**src/hdl/pwq_pkg.sv**
```systemverilog
// Package for the priority wait queue: operation and status codes, state
// type, controller command and status structs. Depends on nothing.
`timescale 1ns / 1ps

package pwq_pkg;

  localparam int MAX_WAITERS_DEF   = 16;
  localparam int PRIORITY_BITS_DEF = 8;

  localparam int ID_W    = 4;
  localparam int PRIO_IN_W = 8;
  localparam int COUNT_W = 5;

  typedef enum logic [1:0] {
    OP_SUSPEND    = 2'd0,
    OP_RESUME     = 2'd1,
    OP_RESUME_ALL = 2'd2
  } op_t;

  // Operation code three carries no meaning and is dropped without a result.
  localparam logic [1:0] OP_UNUSED = 2'd3;

  typedef enum logic [1:0] {
    ST_OK    = 2'd0,
    ST_EMPTY = 2'd1,
    ST_FULL  = 2'd2
  } status_t;

  typedef enum logic {
    S_IDLE  = 1'b0,
    S_DRAIN = 1'b1
  } state_t;

  typedef struct packed {
    logic    insert;
    logic    pop;
    logic    first_pop;
    logic    emit;
    status_t status;
    logic    last;
  } dp_cmd_t;

  typedef struct packed {
    logic empty;
    logic full;
    logic one;
    logic out_free;
  } dp_stat_t;

endpackage

```
**src/hdl/pwq_ctrl.sv**
```systemverilog
// Controller of the priority wait queue: decodes operations and sequences
// a resume-all drain. Depends on pwq_pkg.
`timescale 1ns / 1ps

module pwq_ctrl
  import pwq_pkg::*;
(
  input  logic       clk,
  input  logic       rst_n,
  input  logic       in_valid,
  input  logic [1:0] in_operation,
  output logic       in_ready,
  input  dp_stat_t   stat,
  output dp_cmd_t    cmd
);

  state_t state_r;
  state_t state_nxt;

  always_ff @(posedge clk) begin
    if (!rst_n) begin
      state_r <= S_IDLE;
    end else begin
      state_r <= state_nxt;
    end
  end

  always_comb begin
    state_nxt     = state_r;
    in_ready      = 1'b0;
    cmd           = '0;
    cmd.status    = ST_OK;
    unique case (state_r)
      S_IDLE: begin
        in_ready = stat.out_free;
        if (in_valid && stat.out_free) begin
          case (in_operation)
            OP_SUSPEND: begin
              cmd.emit   = 1'b1;
              cmd.last   = 1'b1;
              cmd.insert = !stat.full;
              cmd.status = stat.full ? ST_FULL : ST_OK;
            end
            OP_RESUME: begin
              cmd.emit      = 1'b1;
              cmd.last      = 1'b1;
              cmd.pop       = !stat.empty;
              cmd.first_pop = 1'b1;
              cmd.status    = stat.empty ? ST_EMPTY : ST_OK;
            end
            OP_RESUME_ALL: begin
              cmd.emit      = 1'b1;
              cmd.pop       = !stat.empty;
              cmd.first_pop = 1'b1;
              cmd.status    = stat.empty ? ST_EMPTY : ST_OK;
              cmd.last      = stat.empty || stat.one;
              if (!stat.empty && !stat.one) begin
                state_nxt = S_DRAIN;
              end
            end
            default: begin
            end
          endcase
        end
      end
      S_DRAIN: begin
        if (stat.out_free) begin
          cmd.emit = 1'b1;
          cmd.pop  = 1'b1;
          cmd.last = stat.one;
          if (stat.one) begin
            state_nxt = S_IDLE;
          end
        end
      end
      default: begin
        state_nxt = S_IDLE;
      end
    endcase
  end

endmodule

```
**src/hdl/pwq_datapath.sv**
```systemverilog
// Datapath of the priority wait queue: a sorted chain of waiter cells,
// the occupancy count, the release counter and the result register.
// Depends on pwq_pkg.
`timescale 1ns / 1ps

module pwq_datapath
  import pwq_pkg::*;
#(
  parameter int MAX_WAITERS   = MAX_WAITERS_DEF,
  parameter int PRIORITY_BITS = PRIORITY_BITS_DEF
)
(
  input  logic                 clk,
  input  logic                 rst_n,
  input  logic [ID_W-1:0]      in_waiter_id,
  input  logic [PRIO_IN_W-1:0] in_waiter_priority,
  input  dp_cmd_t              cmd,
  output dp_stat_t             stat,
  output logic                 out_valid,
  input  logic                 out_ready,
  output logic [1:0]           out_status,
  output logic [ID_W-1:0]      out_released_id,
  output logic [COUNT_W-1:0]   out_released_count,
  output logic                 out_last
);

  localparam int OCC_W = $clog2(MAX_WAITERS + 1);

  logic [ID_W-1:0]          entry_id_r    [MAX_WAITERS];
  logic [ID_W-1:0]          entry_id_nxt  [MAX_WAITERS];
  logic [PRIORITY_BITS-1:0] entry_prio_r  [MAX_WAITERS];
  logic [PRIORITY_BITS-1:0] entry_prio_nxt[MAX_WAITERS];
  logic [MAX_WAITERS-1:0]   ahead;
  logic [PRIORITY_BITS-1:0] new_prio;

  logic [OCC_W-1:0]   occ_r;
  logic [OCC_W-1:0]   occ_nxt;
  logic [COUNT_W-1:0] count_r;
  logic [COUNT_W-1:0] count_nxt;

  logic               out_valid_r;
  status_t            out_status_r;
  logic [ID_W-1:0]    out_id_r;
  logic [COUNT_W-1:0] out_count_r;
  logic               out_last_r;

  assign new_prio = PRIORITY_BITS'(in_waiter_priority);

  always_comb begin
    for (int i = 0; i < MAX_WAITERS; i++) begin
      ahead[i] = (OCC_W'(i) < occ_r) && (entry_prio_r[i] <= new_prio);
    end
  end

  always_comb begin
    for (int i = 0; i < MAX_WAITERS; i++) begin
      entry_id_nxt[i]   = entry_id_r[i];
      entry_prio_nxt[i] = entry_prio_r[i];
      if (cmd.insert && !ahead[i]) begin
        if (i == 0) begin
          entry_id_nxt[i]   = in_waiter_id;
          entry_prio_nxt[i] = new_prio;
        end else if (ahead[i-1]) begin
          entry_id_nxt[i]   = in_waiter_id;
          entry_prio_nxt[i] = new_prio;
        end else begin
          entry_id_nxt[i]   = entry_id_r[i-1];
          entry_prio_nxt[i] = entry_prio_r[i-1];
        end
      end else if (cmd.pop && (i < MAX_WAITERS - 1)) begin
        entry_id_nxt[i]   = entry_id_r[i+1];
        entry_prio_nxt[i] = entry_prio_r[i+1];
      end
    end
  end

  always_ff @(posedge clk) begin
    for (int i = 0; i < MAX_WAITERS; i++) begin
      entry_id_r[i]   <= entry_id_nxt[i];
      entry_prio_r[i] <= entry_prio_nxt[i];
    end
  end

  always_comb begin
    occ_nxt = occ_r;
    if (cmd.insert) begin
      occ_nxt = occ_r + OCC_W'(1);
    end else if (cmd.pop) begin
      occ_nxt = occ_r - OCC_W'(1);
    end
    count_nxt = count_r;
    if (cmd.pop) begin
      count_nxt = cmd.first_pop ? COUNT_W'(1) : count_r + COUNT_W'(1);
    end
  end

  always_ff @(posedge clk) begin
    if (!rst_n) begin
      occ_r       <= '0;
      count_r     <= '0;
      out_valid_r <= 1'b0;
    end else begin
      occ_r   <= occ_nxt;
      count_r <= count_nxt;
      if (cmd.emit) begin
        out_valid_r <= 1'b1;
      end else if (out_ready) begin
        out_valid_r <= 1'b0;
      end
    end
  end

  always_ff @(posedge clk) begin
    if (cmd.emit) begin
      out_status_r <= cmd.status;
      out_id_r     <= cmd.pop ? entry_id_r[0] : '0;
      out_count_r  <= cmd.pop ? count_nxt : '0;
      out_last_r   <= cmd.last;
    end
  end

  assign stat.empty    = (occ_r == '0);
  assign stat.full     = (occ_r == OCC_W'(MAX_WAITERS));
  assign stat.one      = (occ_r == OCC_W'(1));
  assign stat.out_free = !out_valid_r || out_ready;

  assign out_valid          = out_valid_r;
  assign out_status         = out_status_r;
  assign out_released_id    = out_id_r;
  assign out_released_count = out_count_r;
  assign out_last           = out_last_r;

endmodule

```
**src/hdl/priority_wait_queue_core.sv**
```systemverilog
// Suspend and resume each give a single result, valid the cycle after the transfer.
// Resume-all gives one result per cycle unless stalled, one per waiter, set by the cell chain
// shifting one place per pop; a new item is taken once the drain's last result is registered.
// A stalled result holds the input off only while the result register stays full.
// Synchronous active-low reset empties the list; the cells themselves are not cleared.
`timescale 1ns / 1ps

module priority_wait_queue_core
  import pwq_pkg::*;
#(
  parameter int MAX_WAITERS   = MAX_WAITERS_DEF,
  parameter int PRIORITY_BITS = PRIORITY_BITS_DEF
)
(
  input  logic                 clk,
  input  logic                 rst_n,
  input  logic                 in_valid,
  output logic                 in_ready,
  input  logic [1:0]           in_operation,
  input  logic [ID_W-1:0]      in_waiter_id,
  input  logic [PRIO_IN_W-1:0] in_waiter_priority,
  output logic                 out_valid,
  input  logic                 out_ready,
  output logic [1:0]           out_status,
  output logic [ID_W-1:0]      out_released_id,
  output logic [COUNT_W-1:0]   out_released_count,
  output logic                 out_last
);

  dp_cmd_t  cmd;
  dp_stat_t stat;

  pwq_ctrl u_ctrl (
    .clk          (clk),
    .rst_n        (rst_n),
    .in_valid     (in_valid),
    .in_operation (in_operation),
    .in_ready     (in_ready),
    .stat         (stat),
    .cmd          (cmd)
  );

  pwq_datapath #(
    .MAX_WAITERS   (MAX_WAITERS),
    .PRIORITY_BITS (PRIORITY_BITS)
  ) u_datapath (
    .clk                (clk),
    .rst_n              (rst_n),
    .in_waiter_id       (in_waiter_id),
    .in_waiter_priority (in_waiter_priority),
    .cmd                (cmd),
    .stat               (stat),
    .out_valid          (out_valid),
    .out_ready          (out_ready),
    .out_status         (out_status),
    .out_released_id    (out_released_id),
    .out_released_count (out_released_count),
    .out_last           (out_last)
  );

endmodule

```
**config.mk**
```make
export PLATFORM = sky130hd
export DESIGN_NAME = priority_wait_queue_core
export DESIGN_NICKNAME = d
export VERILOG_FILES = /design/src/hdl/pwq_pkg.sv /design/src/hdl/pwq_ctrl.sv /design/src/hdl/pwq_datapath.sv /design/src/hdl/priority_wait_queue_core.sv
export SDC_FILE = /design/constraint.sdc
export NUM_CORES = 1
export LEC_CHECK = 0
export ABC_CLOCK_PERIOD_IN_PS = 3300
export BUFFER_PORTS_ARGS = -buffer_cell sky130_fd_sc_hd__buf_2
export CORE_ASPECT_RATIO = 1.5
export CORE_MARGIN = 8
export CORE_UTILIZATION = 39
export DETAILED_ROUTE_END_ITERATION = 6
export PLACE_DENSITY_LB_ADDON = 0.2
export SYNTH_ARGS = -nofsm -noshare
export SYNTH_HDL_FRONTEND = slang
export SYNTH_SLANG_ARGS = --single-unit
```
**constraint.sdc**
```tcl
create_clock -name clk -period 3.3 [get_ports clk]
set_clock_uncertainty 0.2 [all_clocks]
set_input_delay 0.33 -clock clk [delete_from_list [all_inputs] [get_ports clk]]
set_output_delay 0.33 -clock clk [all_outputs]
set_load 0.005 [all_outputs]
```
==> results of run 1 <==
## final cells by class
cell class	instances	area share [%]
multi-input cells	988	45.3
flip-flops and latches	216	39.9
repair buffers	121	5.70
clock buffers	29	4.01
well taps	478	3.75
inverters	31	0.729
clock inverters	14	0.596
## power by group
group / internal [W] / leakage, nW / switching, W
registers: 0.00469 / 2.00 / 0.00101
clock network: 0.00145 / 0.352 / 0.00113
logic: 0.00276 / 3.84 / 0.00368
## synth_stat cells, types with 5 or more instances
master	count	area, um2
nor3_2	6	60.1
nor3_1	11	55.1
ha_1	137	1710
o211ai_1	14	105
mux2_4	8	120
o21ai_1	16	80.1
edfxtp_1	204	6130
buf_2	22	110
nor2_1	41	154
buf_4	12	90.1
dfxtp_1	12	240
nand3_1	19	95.1
mux2i_1	159	1590
nor2b_1	21	131
mux2_2	31	349
a21oi_1	68	340
nand2b_1	5	31.3
nand4_1	30	188
o31ai_1	10	75.1
inv_1	31	116
nand2_1	180	676
a21o_1	15	113
a211oi_1	14	105
o21ai_0	157	786
clkbuf_1	32	120
## kinds of logic (layout without fill, tap and decap cells)
logic type	Yosys count	after routing
flip-flops	216	216
adder cells (fa/ha/maj)	137	137
multiplexers	198	198
XOR/XNOR	7	7
AND/OR/NAND/NOR	330	330
buffers and inverters	99	195
AO/OA/AOI/OAI	316	316
## layout by cell type (no fill, tap or decap), types with 31 or more instances in the layout
cell	n
mux2_2	31
edfxtp_1	204
nand2_1	180
o21ai_0	156
mux2i_1	159
buf_2	31
inv_1	31
a21oi_1	68
buf_4	82
nor2_1	41
ha_1	137
## worst min path at each step
| stage | start | endpoint | slack [ns] | cells past startpoint |
|---|---|---|---|---|
| 2_1_floorplan | rst_n | u_datapath.occ_r[2] | 0.28 | 2 |
| 3_5_place_dp | u_ctrl.state_r | u_ctrl.state_r | 0.32 | 2 |
| 3_3_place_gp | u_datapath.entry_id_r[15][1] | u_datapath.entry_id_r[14][1] | 0.30 | 2 |
| 6_report | in_valid | u_datapath.out_status[0] | 0.08 | 3 |
| 4_1_cts | in_valid | u_datapath.out_status[0] | 0.05 | 3 |
| 5_1_grt | in_valid | u_datapath.out_status[0] | 0.08 | 3 |
## sequential cells by signal, indices dropped and copies added, names as in the netlist
register and count:
u_datapath.count_r 5, u_datapath.occ_r 5, u_datapath.entry_id_r 64, u_datapath.out_valid 1
u_datapath.out_released_id 4, u_datapath.out_released_count 5, u_datapath.out_status 2, u_datapath.entry_prio_r 128
u_ctrl.state_r 1, u_datapath.out_last 1
## repair_timing
item,4_1_cts,5_1_grt
hold buffers,2,0
setup buffers,0,0
resized for setup,0,0
endpoints found under the hold margin,12,0
## per-stage QoR
stage,instance area (um2),total power (W)
after floorplan,14000,0.00985
after global placement,15200,0.0120
after detailed placement,15200,0.0122
after CTS,16000,0.0148
after global routing,16000,0.0157
final,16000,0.0147
## per-layer routing
metal	vias to the layer above	global-route usage (%)	routed length, um
met1	4891	22.1	16500
met2	214	33.5	19600
li1	5036	-	-
met3	90	2.12	1370
met4	0	10.5	2180
met5	-	0	0
## worst max-delay path: stages (launching register included)
cell	delay, ns
edfxtp_1	0.52
ha_1	0.35
nand4_1	0.13
o21ai_0	0.29
and3_1	0.32
buf_4	0.26
mux2_4	0.32
mux2_2	0.26
==> results.py, run 1 <==
metrics = {
    "yosys": {
        "synthesis.nets": 1458,
        "syn_area_um2": 14000,
        "ys_ff_latch": 216,
        "synthArstFlopShare_pct": 0,
        "synth-simple-area-share_pct": 10.8,
        "ys_seq_area_share_pct": 45.6,
        "synth_mux_area_share_pct": 14.7,
        "synth-compound-area-share_pct": 12.9,
        "synth_fa_ha_area_share_pct": 12.3,
        "synth_area_per_cell_um2": 10.7,
        "synthXorXnorAreaFrac_pct": 0.439,
        "synth_top_family_by_area": "multiplexers",
        "synth_cell_type_count": 50,
        "synthCells": 1303,
        "yosys_warnings": 0,
        "ys.flop_type": "edfxtp_1",
        "synth_edf_count": 204,
    },
    "floorplanning": {
        "boundaryPins": 32,
        "core_um2": 35600,
        "fp.dieArea_um2": 42300,
        "dieHeight_um": 248,
        "initial_utilization_pct": 39.2,
        "std_cell_rows": 85,
        "die_w_um": 171,
    },
    "drt": {
        "ant_nets": 0,
        "drc": 0,
        "first_pass_iters": 5,
        "wl_per_cell_um": 21.1,
        "via_per_inst": 5.45,
        "routed_wl_mm": 39.7,
        "vias": 10200,
        "drt_iter0_markers": 580,
    },
    "timing": {
        "period_needed_ns": 2.91,
        "fmax_mhz": 344,
        "slew_headroom_pct": 45.6,
        "setup_violations": 0,
        "holdWs_ns": 0.0784,
        "setup_ws_ns": 0.393,
        "tightestPinTransition_ns": 0.811,
        "rsz0062_at_grt": "no",
        "slew_viol_final": 0,
        "hold_viol": 0,
        "fin_crit_sh_pct": 88.1,
        "setup_tns_ns": 0,
    },
    "power": {
        "p_per_area_nw_per_um2": 922,
        "irDropWorstVdd_uv": 399,
        "power.leakage_nw": 6.19,
    },
    "clocking": {
        "clockRootBuffer": "clkbuf_16",
        "cts.htree.levels": 1,
        "numCtsBuffers": 24,
        "cts_buffer_depth": 3,
        "clkTransAtPathRegs_ns": 0.07,
        "cts_tree": "done",
        "clk_latency_ns": 0.55,
        "cts.sinks": 216,
    },
    "grt": {
        "grt_pass1_vias": 10500,
        "antenna_found_initial": 0,
        "grt_pass1_wl_mm": 61.0,
        "grt_max_degree": 28,
        "overflow": 0,
        "grtUsageTotal_pct": 19.0,
    },
    "layout": {
        "fillers": 3401,
        "multi_input_comb_area_um2": 7240,
        "final_nets": 1537,
        "final_cells": 1877,
        "seqCellArea_um2": 6370,
        "antenna_cells": 0,
        "final_util_pct": 44.8,
        "drive_gt1_share_pct": 15.7,
        "area_delta_synth_final_pct": 14.2,
    },
    "setup_path": {
        "arrival_ns": 2.99,
        "crit_type": "flop to flop",
        "critPathMaxFanout": 9,
        "required_ns": 3.39,
        "reg2reg_depth": 7,
        "worstSetupStartpoint": "u_datapath.entry_prio_r[0][50]",
        "end_kind": "flop",
        "regToRegSetupSlack_ns": 0.39,
        "rr_startpoint": "u_datapath.entry_prio_r[0][50]",
        "worstReg2RegEnd": "u_datapath.entry_prio_r[0][57]",
        "cp-start-kind": "flop",
        "cp-endpoint": "u_datapath.entry_prio_r[0][57]",
    },
    "placement": {
        "dpl.hpwl_mm": 30.6,
        "io_buffers": 31,
        "place_inst": 1832,
        "preCtsSetupSlack_ns": 0.192,
        "gp_congestion": 0.920,
    },
    "hold_path": {
        "hold_path_class": "input port to flop",
    },
    "job": {
        "maxCapViolCount": 0,
    },
    "run_status": {
        "run_status": "complete, no violations",
    },
}
Power figures use the tool's default switching activity.
==> run 2: changes to the inputs <==
--- a/config.mk
+++ b/config.mk
@@ -6,8 +6,7 @@
 export NUM_CORES = 1
 export LEC_CHECK = 0
 export ABC_CLOCK_PERIOD_IN_PS = 3300
-export BUFFER_PORTS_ARGS = -buffer_cell sky130_fd_sc_hd__buf_2
-export CORE_ASPECT_RATIO = 1.5
+export BUFFER_PORTS_ARGS = -buffer_cell sky130_fd_sc_hd__buf_4
 export CORE_MARGIN = 8
 export CORE_UTILIZATION = 39
 export DETAILED_ROUTE_END_ITERATION = 6
==> run 2 against run 1 <==
Against the previous run:
- utilization grew 0.69 points
- combinational power is essentially flat
- cell count shrank 1.0%
- global-route usage shrank 0.13 points
- critical path type unchanged
==> results.py, run 2 (same netlist as run 1, synthesis figures left out) <==
metrics = {
    "run_status": {
        "run_status": "complete, no violations",
    },
    "drt": {
        "via_per_inst": 5.61,
        "wl_per_cell_um": 21.8,
        "first_pass_iters": 5,
        "drt_iter0_markers": 889,
        "routed_wl_mm": 40.4,
        "ant_nets": 0,
        "vias": 10400,
        "drc": 0,
    },
    "grt": {
        "grtUsageTotal_pct": 18.9,
        "grt_pass1_wl_mm": 62.0,
        "antenna_found_initial": 0,
        "overflow": 0,
        "grt_max_degree": 28,
        "grt_pass1_vias": 10400,
    },
    "placement": {
        "dpl.hpwl_mm": 29.7,
        "gp_congestion": 0.860,
        "io_buffers": 31,
        "dpl_cell_area_um2": 15200,
    },
    "timing": {
        "tightestPinTransition_ns": 1.21,
        "slew_headroom_pct": 18.9,
        "setup_tns_ns": 0,
        "hold_viol": 0,
        "period_needed_ns": 2.99,
        "setup_violations": 0,
        "rsz0062_at_grt": "no",
        "fin_crit_sh_pct": 90.5,
        "fmax_mhz": 335,
        "slew_viol_final": 0,
    },
    "floorplanning": {
        "initial_utilization_pct": 39.5,
        "fp.dieArea_um2": 42200,
        "boundaryPins": 32,
        "dieHeight_um": 205,
        "std_cell_rows": 69,
        "core_um2": 35400,
        "die_w_um": 205,
    },
    "setup_path": {
        "crit_type": "flop to flop",
        "required_ns": 3.38,
        "arrival_ns": 3.07,
        "end_kind": "flop",
        "critPathMaxFanout": 12,
        "reg2reg_depth": 7,
        "cp-start-kind": "flop",
    },
    "layout": {
        "final_common_cell": "edfxtp_1",
        "final_cell_mix": "edfxtp_1, nand2_1, mux2i_1, o21ai_0, ha_1",
        "antenna_cells": 0,
        "area_delta_synth_final_pct": 15.3,
        "regMostFlops": "u_datapath.entry_prio_r",
        "drive_gt1_share_pct": 15.9,
        "finalInstanceArea_um2": 16100,
        "fillers": 3323,
        "final_nets": 1532,
        "largestRegisters": "u_datapath.entry_prio_r (128), u_datapath.entry_id_r (64)",
        "largest_register_ffs": 128,
    },
    "clocking": {
        "post_cts_buffers": 0,
        "clkTransAtPathRegs_ns": 0.06,
        "clockRootBuffer": "clkbuf_16",
        "numCtsBuffers": 26,
        "cts.htree.levels": 1,
        "cts_buffer_depth": 3,
        "clk_latency_ns": 0.53,
        "cts_tree": "done",
        "cts.sinks": 216,
    },
    "power": {
        "p_per_area_nw_per_um2": 938,
        "power.leakage_nw": 6.27,
        "irDropWorstVdd_uv": 541,
    },
    "hold_path": {
        "hold_path_class": "input port to flop",
        "whs_path_depth": 4,
    },
    "job": {
        "maxCapViolCount": 0,
    },
}
[run 2: changes by cell type in the layout (fill, tap and decap cells not counted), moves of 2 or more]
cell        previous run  this run
clkbuf_8               0         2
clkinv_2               4         7
clkbuf_1               4         1
clkinvlp_4             3         0
clkbuf_16             25        29
inv_4                  0         2
buf_4                 82       106
buf_2                 31         0
[run 2: worst paths after layout]
| path | start | to | slack [ns] |
|---|---|---|---|
| setup / recovery | u_datapath.entry_prio_r[1][9] | u_datapath.entry_prio_r[1][21] | 0.31 |
| hold / removal | out_ready | u_ctrl.state_r | 0.05 |
| setup reg to reg | u_datapath.entry_prio_r[1][9] | u_datapath.entry_prio_r[1][21] | 0.31 |
| hold reg to reg | u_datapath.entry_id_r[15][0] | u_datapath.entry_id_r[14][0] | 0.33 |
[run 2: through the flow]
step	cells	hold slack, ns	setup WS, ns	total power [W]	utilization, %
after global placement	1809	0.310	0.0771	0.0121	43.0
after floorplan	1303	0.282	0.00684	0.00985	-
after CTS	1858	0.0387	0.128	0.0151	45.5
after detailed placement	1809	0.310	0.0405	0.0122	43.0
after global routing	1858	0.0888	0.130	0.0161	45.5
final	1858	0.0455	0.312	0.0151	45.5
[run 2: critical path, stage by stage (launching register included)]
cell      delay [ns]
edfxtp_1        0.46
ha_1            0.32
nor2b_1         0.13
o211ai_1        0.15
a211oi_1        0.12
nor3_2          0.96
mux2i_1         0.28
o21ai_0         0.10
[run 2: per-layer routing]
| metal | global-route usage (%) | wire [um] | vias to the layer above |
|---|---|---|---|
| met5 | 0 | 0 | - |
| met4 | 5.39 | 1010 | 0 |
| met3 | 2.66 | 2220 | 62 |
| met2 | 28.5 | 17400 | 289 |
| met1 | 27.7 | 19800 | 5031 |
| li1 | - | - | 5045 |
[run 2: power by group]
part           internal [W]  switching (W)
clock network       0.00170        0.00117
registers           0.00469        0.00111
logic               0.00277        0.00368
[run 2: timing repair]
item / in CTS / in global routing
gates resized for setup: 0 / 1
hold endpoints to repair: 12 / 0
endpoints found under the setup margin: 0 / 8
hold buffers: 1 / 0
[run 2: layout make-up]
type	instances	area (um2)	share of cell area [%]
clock buffer	32	757	4.70
sequential	216	6370	39.5
timing repair buffer	114	946	5.87
tap	461	577	3.58
clock inverter	16	100	0.621
multi-input combinational	988	7250	45.0
inverter	31	116	0.722
==> run 3: changes to the inputs <==
--- a/config.mk
+++ b/config.mk
@@ -6,7 +6,7 @@
 export NUM_CORES = 1
 export LEC_CHECK = 0
 export ABC_CLOCK_PERIOD_IN_PS = 3300
-export BUFFER_PORTS_ARGS = -buffer_cell sky130_fd_sc_hd__buf_4
+export BUFFER_PORTS_ARGS = -buffer_cell sky130_fd_sc_hd__buf_2
 export CORE_MARGIN = 8
 export CORE_UTILIZATION = 39
 export DETAILED_ROUTE_END_ITERATION = 6
==> run 3 against run 2 <==
Against the previous run:
- sequential power is 2% lower
- register-to-register slack worse by 0.09 ns
- die area stayed put
- sequential cell count stayed put
- fmax is 2.8% lower
- critical path type unchanged
==> results.py, run 3 (same netlist as run 1, synthesis figures left out) <==
metrics = {
    "run_status": {
        "run_status": "complete, no violations",
    },
    "setup_path": {
        "required_ns": 3.37,
        "slowest_stage": "nor3_2",
        "regToRegSetupSlack_ns": 0.23,
        "cp-start-kind": "flop",
        "crit_type": "flop to flop",
        "end_kind": "flop",
        "worstReg2RegEnd": "u_datapath.entry_prio_r[1][52]",
        "crit_path_max_incr_delay_ns": 1.02,
        "critPathMaxFanout": 12,
        "reg2reg_depth": 7,
        "cp_cell_sequence": "ha_1, nand4_1, nor2_1, a21oi_1, nor3_2, mux2i_1, o21ai_0",
        "rr_startpoint": "u_datapath.entry_prio_r[1][47]",
        "arrival_ns": 3.14,
    },
    "drt": {
        "ant_nets": 0,
        "first_pass_iters": 5,
        "wl_per_cell_um": 21.0,
        "drt_iter0_markers": 794,
        "vias": 10300,
        "drc": 0,
        "via_per_inst": 5.56,
        "routed_wl_mm": 38.9,
    },
    "clocking": {
        "cts.htree.levels": 1,
        "clk_latency_ns": 0.55,
        "numCtsBuffers": 28,
        "clockRootBuffer": "clkbuf_16",
        "cts.sinks": 216,
        "ctsResizeCount": 0,
        "cts_buffer_depth": 3,
        "clkTransAtPathRegs_ns": 0.06,
        "cts_tree": "done",
    },
    "layout": {
        "final_cells": 1854,
        "largest_register_ffs": 128,
        "regMostFlops": "u_datapath.entry_prio_r",
        "final_nets": 1526,
        "antenna_cells": 0,
        "largestRegisters": "u_datapath.entry_prio_r (128), u_datapath.entry_id_r (64)",
        "area_delta_synth_final_pct": 15.3,
        "drive_gt1_share_pct": 15.4,
        "final_common_cell": "edfxtp_1",
        "final_cell_mix": "edfxtp_1, nand2_1, mux2i_1, o21ai_0, ha_1",
        "final_util_pct": 45.5,
    },
    "timing": {
        "hold_viol": 0,
        "slew_viol_final": 0,
        "fin_crit_sh_pct": 93.1,
        "fmax_mhz": 325,
        "period_needed_ns": 3.07,
        "tightestPinTransition_ns": 1.26,
        "slew_headroom_pct": 15.4,
        "setup_violations": 0,
        "rsz0062_at_grt": "no",
    },
    "floorplanning": {
        "dieHeight_um": 205,
        "boundaryPins": 32,
        "std_cell_rows": 69,
        "core_um2": 35400,
        "initial_utilization_pct": 39.5,
        "fp.dieArea_um2": 42200,
        "die_w_um": 205,
    },
    "placement": {
        "place_inst": 1800,
        "gp_congestion": 0.849,
        "dpl.hpwl_mm": 28.5,
        "io_buffers": 31,
    },
    "grt": {
        "grt_pass1_vias": 10200,
        "antenna_found_initial": 0,
        "grt_pass1_wl_mm": 60.5,
        "grtUsageTotal_pct": 18.3,
        "overflow": 0,
        "grt_max_degree": 26,
    },
    "power": {
        "irDropWorstVdd_uv": 483,
        "power.leakage_nw": 6.26,
        "p_per_area_nw_per_um2": 937,
    },
    "hold_path": {
        "hold_path_class": "input port to flop",
        "min_from": "in_valid",
        "hold_end": "u_datapath.out_status[0]",
        "whs_path_depth": 3,
    },
    "job": {
        "maxCapViolCount": 0,
    },
}
-- run 3: power breakdown --
part,switching (W),internal (W),total (W)
registers,0.000997,0.00469,0.00569
clock network,0.00123,0.00187,0.00310
logic,0.00365,0.00267,0.00631
total,0.00588,0.00923,0.0151
-- run 3: worst max path at each step --
stage	startpoint	to	slack, ns	depth (start not counted)
after CTS	u_datapath.entry_prio_r[1][45]	u_datapath.entry_prio_r[1][52]	0.22	7
after global routing	u_datapath.entry_prio_r[1][45]	u_datapath.entry_prio_r[1][53]	0.005	7
after floorplan	in_waiter_priority[1]	u_datapath.entry_id_r[6][0]	0.007	10
final	u_datapath.entry_prio_r[1][47]	u_datapath.entry_prio_r[1][52]	0.23	7
after detailed placement	in_waiter_priority[5]	u_datapath.entry_id_r[14][3]	-0.004	10
after global placement	in_waiter_priority[5]	u_datapath.entry_prio_r[1][53]	0.06	10
-- run 3: cell type report --
type	count	area, um2
well taps	461	577
repair buffers	106	873
clock buffers	38	845
flip-flops and latches	216	6370
multi-input cells	988	7240
clock inverters	14	103
fillers	3315	19300
inverters	31	116
-- run 3: timing repair --
item	CTS	global route
hold buffers	2	0
setup buffers	0	0
hold endpoints to repair	12	0
-- run 3: critical path: cells and delay by family, from the launching register on --
kind / cells / cell delay [ns]
AOI/OAI and AO/OA: 2 / 0.19
adders and majority gates: 1 / 0.35
DFF: 1 / 0.46
muxes: 1 / 0.27
and+or+nand+nor: 3 / 1.32
-- run 3: routing by layer --
metal  routed length, um  track usage, %
met5                   0               0
met3                1960            2.46
met1               19600            27.2
met2               16400            27.2
met4                1010            5.18
-- run 3: per-stage QoR --
step	hold WS (ns)	power [W]	setup slack, ns	setup TNS (ns)	area, um2
finish	0.0691	0.0151	0.226	0	16100
global route	0.0822	0.0161	0.00481	0	16100
CTS	0.0384	0.0152	0.219	0	16100
detailed placement	0.319	0.0120	-0.00365	-0.00423	15200
global placement	0.308	0.0119	0.0574	0	15200
floorplan	0.282	0.00985	0.00684	0	14000
